<file path="src/bdrs_pkg.sv">
// shared types and constants of the block-decomposed range sum core
// no dependencies
package bdrs_pkg;

  localparam int MaxElements = 1024;
  localparam int BlockSize   = 32;
  localparam int NumBlocks   = (MaxElements + BlockSize - 1) / BlockSize;
  localparam int IdxW        = $clog2(MaxElements);
  localparam int CntW        = $clog2(MaxElements + 1);
  localparam int BlkW        = $clog2(NumBlocks);
  localparam int OffW        = $clog2(BlockSize);
  localparam int ValW        = 32;
  localparam int SumW        = 42;
  localparam int QDepth      = 2;

  typedef enum logic [1:0] {
    CMD_LOAD   = 2'd0,
    CMD_QARR   = 2'd1,
    CMD_QSORT  = 2'd2,
    CMD_CLEAR  = 2'd3
  } cmd_t;

  typedef struct packed {
    logic [1:0]         command;
    logic signed [31:0] value;
    logic [10:0]        range_first;
    logic [10:0]        range_last;
  } in_item_t;

  typedef struct packed {
    logic signed [41:0] range_sum;
    logic               range_error;
  } out_item_t;

  // classified job handed from front to back
  // lo can reach the element count itself for an empty range at the top
  typedef struct packed {
    cmd_t               cmd;
    logic               err;
    logic signed [31:0] value;
    logic [CntW-1:0]    lo;
    logic [CntW-1:0]    hi;
  } job_t;

  typedef enum logic [3:0] {
    ST_IDLE,
    ST_SRCH,
    ST_SHIFT_RD,
    ST_SHIFT_WR,
    ST_INS,
    ST_CLR,
    ST_Q_RD,
    ST_Q_ACC,
    ST_OUT
  } bk_state_t;

endpackage

</file>
<file path="src/bdrs_front.sv">
// front end: checks the range of queries and queues classified jobs
// depends on bdrs_pkg; tracks element count alongside the back end
module bdrs_front
  import bdrs_pkg::*;
(
  input  logic     clk,
  input  logic     rst_n,
  input  logic     in_valid,
  output logic     in_ready,
  input  in_item_t in_data,
  output logic     job_valid,
  input  logic     job_ready,
  output job_t     job
);

  job_t            q_r [QDepth];
  logic [0:0]      wp_r, rp_r;
  logic [1:0]      cnt_r;
  logic [CntW-1:0] count_r, count_nxt;
  job_t            j;
  logic            push, pop;
  logic [11:0]     last_p1;

  assign in_ready  = (cnt_r != 2'(QDepth));
  assign push      = in_valid && in_ready;
  assign job_valid = (cnt_r != 2'd0);
  assign pop       = job_valid && job_ready;
  assign job       = q_r[rp_r];

  always_comb begin
    last_p1   = {1'b0, in_data.range_last} + 12'd1;
    j.cmd     = cmd_t'(in_data.command);
    j.value   = in_data.value;
    j.lo      = CntW'(in_data.range_first - 11'd1);
    j.hi      = CntW'(in_data.range_last);
    j.err     = (in_data.range_first == 11'd0) ||
                (CntW'(in_data.range_last) > count_r) ||
                ({1'b0, in_data.range_first} > last_p1);
    count_nxt = count_r;
    case (j.cmd)
      CMD_LOAD:  if (count_r != CntW'(MaxElements)) count_nxt = count_r + 1'b1;
      CMD_CLEAR: count_nxt = '0;
      default:   count_nxt = count_r;
    endcase
  end

  always_ff @(posedge clk) begin
    if (!rst_n) begin
      wp_r    <= '0;
      rp_r    <= '0;
      cnt_r   <= '0;
      count_r <= '0;
    end else begin
      if (push) begin
        wp_r    <= wp_r + 1'b1;
        count_r <= count_nxt;
      end
      if (pop) rp_r <= rp_r + 1'b1;
      cnt_r <= cnt_r + 2'(push) - 2'(pop);
    end
  end

  always_ff @(posedge clk) begin
    if (push) q_r[wp_r] <= j;
  end

endmodule

</file>
<file path="config.mk">
export PLATFORM = sky130hd
export DESIGN_NAME = bdrs_front
export DESIGN_NICKNAME = d
export VERILOG_FILES = /design/src/bdrs_pkg.sv /design/src/bdrs_front.sv
export SDC_FILE = /design/constraint.sdc
export NUM_CORES = 1
export LEC_CHECK = 0
export ABC_AREA = 1
export BUFFER_PORTS_ARGS = -buffer_cell sky130_fd_sc_hd__buf_4
export CAP_MARGIN = 10
export CORE_AREA = 2 2 108 110
export CTS_CLUSTER_SIZE = 14
export DETAILED_ROUTE_END_ITERATION = 12
export DIE_AREA = 0 0 110 112
export PLACE_DENSITY_LB_ADDON = 0.15
export REMOVE_ABC_BUFFERS = 1
export SLEW_MARGIN = 30
export SYNTH_ARGS = -nofsm -noshare
export SYNTH_HDL_FRONTEND = slang
export SYNTH_SLANG_ARGS = --single-unit
</file>
<file path="constraint.sdc">
create_clock -name clk -period 7.1 [get_ports clk]
set_input_delay 0.355 -clock clk [delete_from_list [all_inputs] [get_ports clk]]
set_output_delay 0.355 -clock clk [all_outputs]
set_load 0.05 [all_outputs]
</file>
==> results.toml <==
[placed_design]
post_dp_cell_area_um2 = 7052
gp_congestion = 0.8932
hpwl_um = 8296
placed_cells = 745
io_buffers = 118
dpl_worst_slack_ns = 4.600

[setup_path]
critical_path_class = "reg -> out"
crit_fanout = 42
crit_chain = "buf_4 > mux2_2 > buf_4"
critPathMaxStageDelay_ns = 0.62
rr_endpoint = "q_r[0][18]"
setup.worst_path.end_class = "primary output"
crit_required_ns = 6.74
reg2reg_from = "cnt_r[0]"
critPathLaunchType = "flip-flop"
reg2reg_depth = 5
crit_path_frequent_cell = "buf_4"
cp_slowest_cell = "dfxtp_2"
arrival_ns = 2.24
rrSetupSlack_ns = 4.96

[die]
core_um2 = 11170
start_util_pct = 53.73
dieHeight_um = 112
die_area_um2 = 12320
io_pins = 119
placementRows = 39
die_x_um = 110

[synth]
yosys.area.top_type = "edfxtp_1"
synth-compound-area-share_pct = 1.959
synth_top_family_by_area = "simple AND/OR/NAND/NOR gates"
synth_top_area_share_pct = 57.01
ys_seq_elements = 130
synthAdderAreaFrac_pct = 5.835
syn_inst = 489
synthMuxAreaShare_pct = 10.69
synth.distinct_cells = 26
yosysSeqAreaShare_pct = 62.35
synth_area_um2 = 6005
syn_avg_cell_area_um2 = 12.28
yosys-top-cells-area = "edfxtp_1 57%, mux2_2 11%, ha_1 5.8%, nand2_1 5.6%, dfxtp_1 5.3%"
synth_xor_area_share_pct = 2.626
yosys.area_share.simple_pct = 12.67
yosys_warnings = 0

[cells_and_area]
fin_cells = 777
layout_common_cells = "121 x buf_4, 114 x edfxtp_1, 89 x nand2_1"
fillers = 829
layout-drive-gt1-share_pct = 35.02
area_growth_pct = 27.74
utilization_pct = 68.64
stdcell_area_um2 = 7670
fin_nets = 709
antennaDiodeCount = 0
final_common_cell = "buf_4"

[power_and_ir_drop]
total_power_mw = 2.840
peakVddDrop_v = 0.0002045
p_per_area_nw_per_um2 = 370.3
p_leak_nw = 3.129

[cts]
cts_tree = "done"
cts_num_sinks = 130
clkTransAtPathRegs_ns = 0.06
cts_buffer_depth = 2
ctsHtreeMaxLevel = 4
cts_root_buf = "clkbuf_16"
cts_resized = 0
worst_skew_pair.late_latency_ns = 0.41
cts_inserted_buffers = 17
postCtsSetupBuffers = 0
ctsHoldBuffers = 0

[job]
maxCapViolations = 0

[grt]
busiest_layer = "met2"
grt_use_met3_pct = 5.913
grt_max_degree = 43
grt_pass1_wl_um = 18750
grt_usage_pct = 20.19
first_global_vias = 3981
grt_overflow = 0
grt_use_met2_pct = 32.84
antenna_found_initial = 0
grt_util_met1_pct = 25.49

[hold_path]
hold_end = "q_r[1][34]"
holdPathStages = 1
worstHoldStart = "in_data[34]"
hold_path_class = "in -> reg"

[detailed_routing]
drcViolationCount = 0
wire_per_inst_um = 15.52
via_per_inst = 5.125
postRouteAntennaNets = 0
routed_wl_um = 12060
via_count = 3982
drt_iter0_markers = 236
firstDrtPassIters = 4

[sta]
setup_viol = 0
tightest_slew_ns = 0.7500
rsz0062_at_grt = "no"
finClkSkew_ns = 0.01138
whs_ns = 0.1248
slew_headroom_pct = 49.88
final_max_slew_viol_count = 0
timing.final.crit_share_pct = 36.49
hold_viol_final = 0
tns_ns = 0
timing.fmax_ghz = 0.3859
timing.final.ws_setup_ns = 4.509
period_minus_slack_ns = 2.591

[outcome]
status = "finished clean"
synthesized netlist by cell type (all sizes together):
cell / instances
nand4: 4
ha: 28
a21oi: 16
mux2: 57
nand3b: 1
xor2: 14
nand3: 26
edfxtp: 114
xnor2: 4
o21ai: 6
or2: 2
a21o: 1
inv: 47
nor2: 45
and3: 1
nor3: 2
buf: 8
nor3b: 2
nand2: 95
dfxtp: 16
cell families after synthesis:
| group | after synthesis |
|---|---|
| DFF | 130 |
| buffers and inverters | 55 |
| adders and majority gates | 28 |
| and+or+nand+nor | 178 |
| xor gates and xnor gates | 18 |
| muxes | 57 |
| AOI/OAI and AO/OA | 23 |
worst max-delay path, delay by kind of cell (launching register included):
kind / cells / cell delay, ns
buffers and inverters: 2 / 0.76
flip-flops: 1 / 0.62
multiplexers: 1 / 0.42
report_power, final:
| part | internal (mW) | switching (mW) |
|---|---|---|
| logic | 0.303 | 0.624 |
| clock network | 0.588 | 0.320 |
| registers | 0.964 | 0.0412 |
| total | 1.86 | 0.985 |
layer usage:
| layer | share of wire, % | up-vias |
|---|---|---|
| li1 | - | 1968 |
| met1 | 44 | 1900 |
| met2 | 49 | 100 |
| met3 | 5.3 | 14 |
| met4 | 1.6 | 0 |
| met5 | 0 | - |
final cells by class:
| cell class | instances | area, um^2 | share of cell area (%) |
|---|---|---|---|
| flip-flops and latches | 130 | 3745 | 48.83 |
| multi-input cells | 304 | 2043 | 26.64 |
| repair buffers | 121 | 908.4 | 11.84 |
| clock buffers | 19 | 432.9 | 5.644 |
| clock inverters | 13 | 185.2 | 2.414 |
| well taps | 143 | 178.9 | 2.333 |
| inverters | 47 | 176.4 | 2.300 |
sequential cells by signal, summed over array words and instances, names as in the netlist, named ones only:
name,cells
q_r,114
count_r,11
rp_r,1
cnt_r,2
wp_r,1
worst max path at each step:
stage / from / slack, ns / depth (start not counted) / to
after floorplan: cnt_r[0] / 3.31 / 4 / q_r[1][0]
after global placement: in_data[1] / 4.69 / 17 / q_r[0][54]
after detailed placement: in_data[1] / 4.60 / 17 / q_r[0][54]
after CTS: flip-flop / 4.48 / 3 / job[30]
after global routing: flip-flop / 4.39 / 3 / job[5]
final: flip-flop / 4.51 / 3 / job[30]
Note: power is estimated with default switching activity, not from simulation.
